<file path="src/hdl/ps2_scancode_to_ascii_macros.svh">
// assertion macros for the ps2 scan code decoder
// used by the top level only, needs a signal named clock and one named reset
`ifndef PS2_SCANCODE_TO_ASCII_MACROS_SVH
`define PS2_SCANCODE_TO_ASCII_MACROS_SVH

// condition in the same cycle
`define PS2SC_ASSERT_SAME(label, pre, post) \
   label: assert property (@(posedge clock) disable iff (reset) (pre) |-> (post)) \
      else $error("ps2sc same-cycle check failed");

// condition in the next cycle
`define PS2SC_ASSERT_NEXT(label, pre, post) \
   label: assert property (@(posedge clock) disable iff (reset) (pre) |=> (post)) \
      else $error("ps2sc next-cycle check failed");

`endif

</file>
<file path="src/hdl/ps2sc_pkg.sv">
// shared types, key codes and character tables for the ps2 scan code decoder
// no dependencies
`default_nettype none

package ps2sc_pkg;

   // keyboard flags carried between the key map and the top level
   typedef struct packed {
      logic release_pending;
      logic shift_held;
      logic caps_on;
   } key_flags_type;

   // scan codes with special meaning (set 2)
   localparam logic [7:0] CODE_SHIFT_LEFT  = 8'h12;
   localparam logic [7:0] CODE_SHIFT_RIGHT = 8'h59;
   localparam logic [7:0] CODE_CAPS_LOCK   = 8'h58;
   localparam logic [7:0] CODE_RELEASE     = 8'hF0;

   // lowercase letter window and case offset
   localparam logic [6:0] LOWER_BELOW = 7'h60;
   localparam logic [6:0] LOWER_ABOVE = 7'h7B;
   localparam logic [6:0] CASE_OFFSET = 7'h20;

   localparam int unsigned CHAR_WIDTH = 7;
   localparam int unsigned ROM_DEPTH  = 128;

   typedef logic [CHAR_WIDTH-1:0] char_type;

   // character table without shift
   localparam char_type ROM_PLAIN [ROM_DEPTH] = '{
      7'd0, 7'd0, 7'd0, 7'd0, 7'd0, 7'd27, 7'd27, 7'd0,
      7'd0, 7'd0, 7'd0, 7'd0, 7'd0, 7'd9, 7'd96, 7'd0,
      7'd0, 7'd0, 7'd0, 7'd0, 7'd0, 7'd113, 7'd49, 7'd0,
      7'd0, 7'd0, 7'd122, 7'd115, 7'd97, 7'd119, 7'd50, 7'd0,
      7'd0, 7'd99, 7'd120, 7'd100, 7'd101, 7'd52, 7'd51, 7'd0,
      7'd0, 7'd32, 7'd118, 7'd102, 7'd116, 7'd114, 7'd53, 7'd0,
      7'd0, 7'd110, 7'd98, 7'd104, 7'd103, 7'd121, 7'd54, 7'd0,
      7'd0, 7'd0, 7'd109, 7'd106, 7'd117, 7'd55, 7'd56, 7'd0,
      7'd0, 7'd44, 7'd107, 7'd105, 7'd111, 7'd48, 7'd57, 7'd0,
      7'd0, 7'd46, 7'd47, 7'd108, 7'd59, 7'd112, 7'd45, 7'd0,
      7'd0, 7'd0, 7'd39, 7'd0, 7'd91, 7'd61, 7'd0, 7'd0,
      7'd0, 7'd0, 7'd10, 7'd93, 7'd0, 7'd124, 7'd0, 7'd0,
      7'd0, 7'd60, 7'd0, 7'd0, 7'd0, 7'd0, 7'd8, 7'd0,
      7'd0, 7'd49, 7'd0, 7'd52, 7'd55, 7'd0, 7'd0, 7'd0,
      7'd0, 7'd46, 7'd50, 7'd53, 7'd54, 7'd56, 7'd27, 7'd0,
      7'd0, 7'd43, 7'd51, 7'd45, 7'd42, 7'd57, 7'd0, 7'd0
   };

   // character table with shift held
   localparam char_type ROM_SHIFT [ROM_DEPTH] = '{
      7'd0, 7'd0, 7'd0, 7'd0, 7'd0, 7'd0, 7'd0, 7'd0,
      7'd0, 7'd0, 7'd0, 7'd0, 7'd0, 7'd0, 7'd126, 7'd0,
      7'd0, 7'd0, 7'd0, 7'd0, 7'd0, 7'd81, 7'd33, 7'd0,
      7'd0, 7'd0, 7'd90, 7'd83, 7'd65, 7'd87, 7'd64, 7'd35,
      7'd0, 7'd67, 7'd88, 7'd68, 7'd69, 7'd36, 7'd35, 7'd0,
      7'd0, 7'd32, 7'd86, 7'd70, 7'd84, 7'd82, 7'd37, 7'd0,
      7'd0, 7'd78, 7'd66, 7'd72, 7'd71, 7'd89, 7'd94, 7'd0,
      7'd0, 7'd0, 7'd77, 7'd74, 7'd85, 7'd38, 7'd42, 7'd0,
      7'd0, 7'd60, 7'd75, 7'd73, 7'd79, 7'd41, 7'd40, 7'd0,
      7'd0, 7'd62, 7'd63, 7'd76, 7'd58, 7'd80, 7'd95, 7'd0,
      7'd0, 7'd0, 7'd34, 7'd0, 7'd123, 7'd43, 7'd0, 7'd0,
      7'd0, 7'd0, 7'd0, 7'd125, 7'd0, 7'd92, 7'd0, 7'd0,
      7'd0, 7'd62, 7'd0, 7'd0, 7'd0, 7'd0, 7'd0, 7'd0,
      7'd0, 7'd0, 7'd0, 7'd0, 7'd0, 7'd0, 7'd0, 7'd0,
      7'd0, 7'd0, 7'd0, 7'd0, 7'd0, 7'd0, 7'd0, 7'd0,
      7'd0, 7'd0, 7'd0, 7'd0, 7'd0, 7'd0, 7'd0, 7'd0
   };

endpackage

`default_nettype wire

</file>
<file path="src/hdl/ps2_scancode_to_ascii.sv">
// ps2 scan code set 2 to ascii decoder, top level
// depends on ps2sc_pkg, ps2sc_keymap and ps2_scancode_to_ascii_macros.svh
//
// usage:
//   req channel carries one keyboard byte per transaction (req_tdata[7:0]).
//   rsp channel carries one decoded character per key press (rsp_tdata[6:0]).
//   bytes that are a release prefix, a release, a shift or caps lock key,
//   or that map to no character produce no rsp transaction.
//   a byte accepted on req is registered in the input register, then its
//   character is registered in the result register, which drives rsp.
//   throughput: one byte per cycle while the result register is free or being
//   emptied, set by the single input register feeding the key map lookup and the result register.
//   stall: while a result waits with rsp_tready low the result register
//   holds; one more byte is taken into the input register, then req_tready
//   drops until the result is taken.
//   reset: synchronous, active high; clears both pipeline stages and the
//   release, shift and caps lock flags.
`default_nettype none

`include "ps2_scancode_to_ascii_macros.svh"

module ps2_scancode_to_ascii (
   input  wire logic       clock,
   input  wire logic       reset,
   input  wire logic       req_tvalid,
   output      logic       req_tready,
   input  wire logic [7:0] req_tdata,   // [7:0] scan_code
   output      logic       rsp_tvalid,
   input  wire logic       rsp_tready,
   output      logic [7:0] rsp_tdata    // [6:0] ascii_char, [7] zero
);

   logic                     s1_valid_ff, s1_valid_in;
   logic [7:0]               s1_code_ff, s1_code_in;
   logic                     rsp_valid_ff, rsp_valid_in;
   ps2sc_pkg::char_type      rsp_char_ff, rsp_char_in;
   logic                     advance;
   logic                     char_valid;
   ps2sc_pkg::char_type      char_out;
   ps2sc_pkg::key_flags_type flags;
   logic                     prefix_step;
   logic                     after_prefix_step;

   // input stage moves on when the result register is free or being emptied
   assign advance    = s1_valid_ff && (!rsp_valid_ff || rsp_tready);
   assign req_tready = !s1_valid_ff || advance;

   ps2sc_keymap u_keymap (
      .clock      (clock),
      .reset      (reset),
      .step       (advance),
      .code       (s1_code_ff),
      .char_valid (char_valid),
      .char_out   (char_out),
      .flags      (flags)
   );

   // input register
   always_comb begin
      s1_valid_in = s1_valid_ff;
      s1_code_in  = s1_code_ff;
      if (req_tvalid && req_tready) begin
         s1_valid_in = 1'b1;
         s1_code_in  = req_tdata;
      end else if (advance) begin
         s1_valid_in = 1'b0;
      end
   end

   // result register
   always_comb begin
      rsp_valid_in = rsp_valid_ff;
      rsp_char_in  = rsp_char_ff;
      if (advance) begin
         rsp_valid_in = char_valid;
         rsp_char_in  = char_out;
      end else if (rsp_tready) begin
         rsp_valid_in = 1'b0;
      end
   end

   always_ff @(posedge clock) begin
      if (reset) begin
         s1_valid_ff  <= 1'b0;
         rsp_valid_ff <= 1'b0;
      end else begin
         s1_valid_ff  <= s1_valid_in;
         rsp_valid_ff <= rsp_valid_in;
      end
   end

   always_ff @(posedge clock) begin
      s1_code_ff  <= s1_code_in;
      rsp_char_ff <= rsp_char_in;
   end

   assign rsp_tvalid = rsp_valid_ff;
   assign rsp_tdata  = {1'b0, rsp_char_ff};

   // release prefix consumed, and a byte consumed right after one
   assign prefix_step       = advance && (s1_code_ff == ps2sc_pkg::CODE_RELEASE);
   assign after_prefix_step = advance && flags.release_pending
                              && (s1_code_ff != ps2sc_pkg::CODE_RELEASE);

   // a shown character is never zero
   `PS2SC_ASSERT_SAME(a_char_nonzero, rsp_valid_ff, rsp_char_ff != '0)
   // a release prefix arms the release flag
   `PS2SC_ASSERT_NEXT(a_release_arms, prefix_step, flags.release_pending)
   // the byte after a release prefix never yields a character
   `PS2SC_ASSERT_NEXT(a_release_silent, after_prefix_step, !rsp_valid_ff)

endmodule

`default_nettype wire

</file>
<file path="src/hdl/ps2sc_keymap.sv">
// key map: flag registers and character lookup for one scan code byte
// depends on ps2sc_pkg
`default_nettype none

module ps2sc_keymap (
   input  wire logic                   clock,
   input  wire logic                   reset,
   input  wire logic                   step,       // byte is consumed this cycle
   input  wire logic [7:0]             code,
   output      logic                   char_valid,
   output      ps2sc_pkg::char_type    char_out,
   output      ps2sc_pkg::key_flags_type flags
);

   ps2sc_pkg::key_flags_type flags_ff, flags_in;
   ps2sc_pkg::char_type      rom_char;
   logic                     is_release;
   logic                     is_shift;
   logic                     is_caps;
   logic                     is_lower;

   // byte classification
   always_comb begin
      is_release = (code == ps2sc_pkg::CODE_RELEASE);
      is_shift   = code inside {ps2sc_pkg::CODE_SHIFT_LEFT, ps2sc_pkg::CODE_SHIFT_RIGHT};
      is_caps    = (code == ps2sc_pkg::CODE_CAPS_LOCK);
   end

   // table lookup with caps lock fold
   always_comb begin
      if (flags_ff.shift_held) begin
         rom_char = ps2sc_pkg::ROM_SHIFT[code[6:0]];
      end else begin
         rom_char = ps2sc_pkg::ROM_PLAIN[code[6:0]];
      end
      is_lower = (rom_char > ps2sc_pkg::LOWER_BELOW) && (rom_char < ps2sc_pkg::LOWER_ABOVE);
      if (flags_ff.caps_on && is_lower) begin
         char_out = rom_char - ps2sc_pkg::CASE_OFFSET;
      end else begin
         char_out = rom_char;
      end
      char_valid = !flags_ff.release_pending && !is_release && !is_shift && !is_caps
                   && (rom_char != '0);
   end

   // flag updates
   always_comb begin
      flags_in = flags_ff;
      if (step) begin
         if (is_release) begin
            flags_in.release_pending = 1'b1;
         end else begin
            if (is_shift) begin
               flags_in.shift_held = !flags_ff.release_pending;
            end else if (is_caps && !flags_ff.release_pending) begin
               flags_in.caps_on = !flags_ff.caps_on;
            end
            flags_in.release_pending = 1'b0;
         end
      end
   end

   always_ff @(posedge clock) begin
      if (reset) begin
         flags_ff <= '0;
      end else begin
         flags_ff <= flags_in;
      end
   end

   assign flags = flags_ff;

endmodule

`default_nettype wire

</file>
<file path="config.mk">
export PLATFORM = sky130hd
export DESIGN_NAME = ps2_scancode_to_ascii
export DESIGN_NICKNAME = d
export VERILOG_FILES = /design/src/hdl/ps2sc_pkg.sv /design/src/hdl/ps2_scancode_to_ascii.sv /design/src/hdl/ps2sc_keymap.sv
export VERILOG_INCLUDE_DIRS = /design/src /design/src/hdl
export SDC_FILE = /design/constraint.sdc
export NUM_CORES = 1
export LEC_CHECK = 0
export BUFFER_PORTS_ARGS = -buffer_cell sky130_fd_sc_hd__buf_2
export CAP_MARGIN = 20
export CELL_PAD_IN_SITES_DETAIL_PLACEMENT = 0
export CELL_PAD_IN_SITES_GLOBAL_PLACEMENT = 1
export CORE_ASPECT_RATIO = 0.75
export CORE_MARGIN = 3
export CORE_UTILIZATION = 50
export DETAILED_ROUTE_END_ITERATION = 8
export PLACE_DENSITY_LB_ADDON = 0.1
export RECOVER_POWER = 50
export SLEW_MARGIN = 10
export SYNTH_ARGS = -nofsm -noshare
export SYNTH_HDL_FRONTEND = slang
export SYNTH_SLANG_ARGS = --single-unit
export TNS_END_PERCENT = 1
</file>
<file path="constraint.sdc">
create_clock -name clock -period 8 [get_ports clock]
set_input_delay 0.8 -clock clock [delete_from_list [all_inputs] [get_ports clock]]
set_output_delay 0.8 -clock clock [all_outputs]
set_load 0.02 [all_outputs]
</file>
==> metrics.cfg <==
[logic_synthesis]
synth_compound_area_frac=0.347
synth_fa_ha_area_frac=0.0379
yosysWarnings=0
syn_area_per_cell_um2=7.71
synth_ff_type=edfxtp_1
muxShareOfSynthArea=0.0725
synthArstFlopShare=0
ys_seq_area_frac=0.185
synth-simple-area-share=0.247
synth_cells=385
yosysUniqueCellTypes=68
synthXorXnorAreaFrac=0.00885
synth_edf_count=15
synth_top_family_by_area=compound AO/OA/AOI/OAI gates
netlist_area_um2=2970
synth-seq-cells=20
synth_fp_nets=406

[worst_setup_path]
arrival_ns=4.25
r2r_slack_ns=3.76
crit_fanout=22
cp_num_buf_inv=2
path_class=reg -> reg
start_kind=flip-flop
cp_slowest_cell=edfxtp_1
cp.depth=11
reg2reg_depth=11
crit_family=compound AO/OA/AOI/OAI gates
timing.rr.end=rsp_char_ff[5]$_DFFE_PP_
endpoint_kind=flip-flop
cpPeakStageDelay_ns=0.73
crit_required_ns=8.01
setup.worst_path.end=rsp_char_ff[5]$_DFFE_PP_
crit_path_cell_trace=inv_1, ha_1, inv_1, a211oi_1, o31a_1, a221oi_1, o32ai_1, ha_1, nand2_1, a221oi_1, mux2i_1
timing.rr.start=s1_code_ff[1]$_DFFE_PP_
worstSetupStartpoint=s1_code_ff[1]$_DFFE_PP_

[sta]
holdWs_ns=0.495
grt_setup_unrepaired=false
slew_viol_final=0
setup-violations-final=0
finalHoldViolCount=0
max_slew_margin=0.463
max_freq_ghz=0.236
min_period_ns=4.24
period_share=0.531
finalSetupTns_ns=0
tightest_slew_ns=0.806
clock_skew_ns=0.00442

[clocking]
h-tree-depth=1
clockBufferDepth=2
cts_num_sinks=20
cts_setup_buffers=0
postCtsHoldBufs=0
insertion_delay_ns=0.26
cts-resized-gates=0
cts_tree=yes
root_buffer=clkbuf_8
numCtsBuffers=3
cts.clk_slew.worst_paths_ns=0.08

[power_and_ir_drop]
comb_power_share=0.393
internal_power_mw=0.239
irDropWorstVdd_mv=0.0741
total_power_mw=0.376
seqPwrFrac=0.331
p_per_area_nw_per_um2=123
swShare=0.364
p_leak_nw=1.06
p_sw_mw=0.137
power.share.clock=0.276

[global_routing]
grt-ovfl-total=0
antenna_found_initial=0
grtUsageTotal=0.283
grt_pass1_vias=2777
grt_pass1_wl_mm=15.2
grt_max_degree=73

[finish]
drive_gt1_frac=0.124
syn2layout_area_growth_pct=2.74
instances_no_fill=447
antenna_cells=0
final_nets=394
fillers=537

[flow_run]
drv_cap=0

[placement]
dp_hpwl_mm=6.49
dp.cells=442
routabilityCongestion=0.945
port_buffers=20

[detailed_routing]
viasPerCell=7.07
drc=0
firstDrtPassIters=5
postRouteWirelength_mm=9.74
drt_iter0_drc=648
dr_total_vias=3159
ant_nets=0
post_drt_wl_per_cell_um=21.8

[worst_hold_path]
whs_path_depth=2
min_from=u_keymap.flags[2]$_SDFFE_PP0P_
hp-class=reg -> reg

[status]
status=finished clean

[floorplanning]
rows=23
die_w_um=95.0
dieHeight_um=72.7
die-area_um2=6910
coreArea_um2=5530
start_util=0.537
ios=22

-- routing by layer --
metal	global-route usage	up-vias	routed length (µm)
met1	0.433	1437	4180
li1	-	1432	-
met5	0	-	0
met3	0.0515	20	1300
met2	0.402	270	4040
met4	0.0800	0	229
-- cell usage in the layout, fill, tap and decap left out, types with 5 or more instances in the layout --
cell,synthesis,final
nand2_1,30,30
o21ai_0,26,26
nand2b_1,23,23
a21oi_1,22,22
buf_2,12,20
nor2_1,18,18
edfxtp_1,15,15
inv_1,14,14
nor2b_1,13,13
a311oi_1,13,13
nand3_1,12,12
o211ai_1,9,9
ha_1,9,9
mux2i_1,8,8
a211oi_1,7,7
a21o_1,7,7
a221oi_1,6,6
and2_1,7,6
nor3_1,6,6
o31a_1,5,5
a31oi_1,5,5
buf_4,10,5
dfxtp_1,5,5
-- layout make-up --
class	count	area, µm²	area share
Clock inverter	1	30.0	0.00984
Clock buffer	3	41.3	0.0135
Timing Repair Buffer	26	153	0.0500
Inverter	16	60.1	0.0197
Multi-Input combinational cell	306	2120	0.696
Sequential cell	20	551	0.180
Tap cell	75	93.8	0.0308
-- cells in the mapped netlist (4+ instances only) --
cell type	count	area, µm²
inv_1	14	52.6
a31oi_1	5	31.3
a21oi_1	22	110
ha_1	9	113
clkbuf_1	18	67.6
nor2b_1	13	81.3
a221oi_1	6	52.6
nand2b_1	23	144
dfxtp_1	5	100
or3_1	4	25.0
mux2_2	4	45.0
o31a_1	5	43.8
nand2_1	30	113
buf_4	10	75.1
o211ai_1	9	67.6
a21o_1	7	52.6
or2_1	4	25.0
mux4_2	4	90.1
edfxtp_1	15	450
o21a_1	4	30.0
buf_2	12	60.1
a211oi_1	7	52.6
nor3_1	6	30.0
a311oi_1	13	114
and2_1	7	43.8
nand3_1	12	60.1
o21ai_0	26	130
nor2_1	18	67.6
mux2i_1	8	80.1
-- power groups by stage --
stage / clock network, mW / registers (mW) / logic, mW
2_1_floorplan: 0 / 0.127 / 0.110
3_3_place_gp: 0 / 0.128 / 0.141
3_5_place_dp: 0 / 0.128 / 0.139
4_1_cts: 0.104 / 0.126 / 0.140
5_1_grt: 0.109 / 0.125 / 0.158
6_report: 0.104 / 0.125 / 0.148
-- state kept, by name, indices dropped and copies added, names as in the netlist --
name            flops
rsp_char_ff         7
rsp_tvalid          1
s1_code_ff          8
s1_valid_ff         1
u_keymap.flags      3
-- worst min path at each step --
stage                                     endpoint  slack (ns)
CTS                 u_keymap.flags[2]$_SDFFE_PP0P_        0.49
detailed placement  u_keymap.flags[2]$_SDFFE_PP0P_        0.48
finish              u_keymap.flags[2]$_SDFFE_PP0P_        0.50
global route        u_keymap.flags[2]$_SDFFE_PP0P_        0.51
global placement    u_keymap.flags[2]$_SDFFE_PP0P_        0.47
floorplan           u_keymap.flags[2]$_SDFFE_PP0P_        0.44
-- metrics by stage --
| stage | instance area, µm² | setup WS (ns) | util |
|---|---|---|---|
| global route | 3050 | 3.51 | 0.552 |
| detailed placement | 2960 | 3.96 | 0.536 |
| floorplan | 2970 | 4.74 | - |
| global placement | 2960 | 3.93 | 0.536 |
| CTS | 3040 | 3.92 | 0.549 |
| finish | 3050 | 3.76 | 0.552 |
-- cells by family (layout without fill, tap and decap cells) --
| kind of cell | after synthesis | count (layout) |
|---|---|---|
| buffers and inverters | 59 | 46 |
| other | 1 | 1 |
| adder cells (fa/ha/maj) | 9 | 9 |
| multiplexers | 16 | 16 |
| AO/OA/AOI/OAI | 142 | 142 |
| flip-flops | 20 | 20 |
| XOR/XNOR | 3 | 3 |
| AND/OR/NAND/NOR | 135 | 135 |
-- worst reg2reg max path: cells and delay by family (launching register included) --
| kind | cells | cell delay, ns |
|---|---|---|
| AOI/OAI and AO/OA | 5 | 1.47 |
| adders and majority gates | 2 | 1.03 |
| DFF | 1 | 0.73 |
| buffers and inverters | 2 | 0.58 |
| muxes | 1 | 0.11 |
| and+or+nand+nor | 1 | 0.09 |
Power figures use the tool's default switching activity.
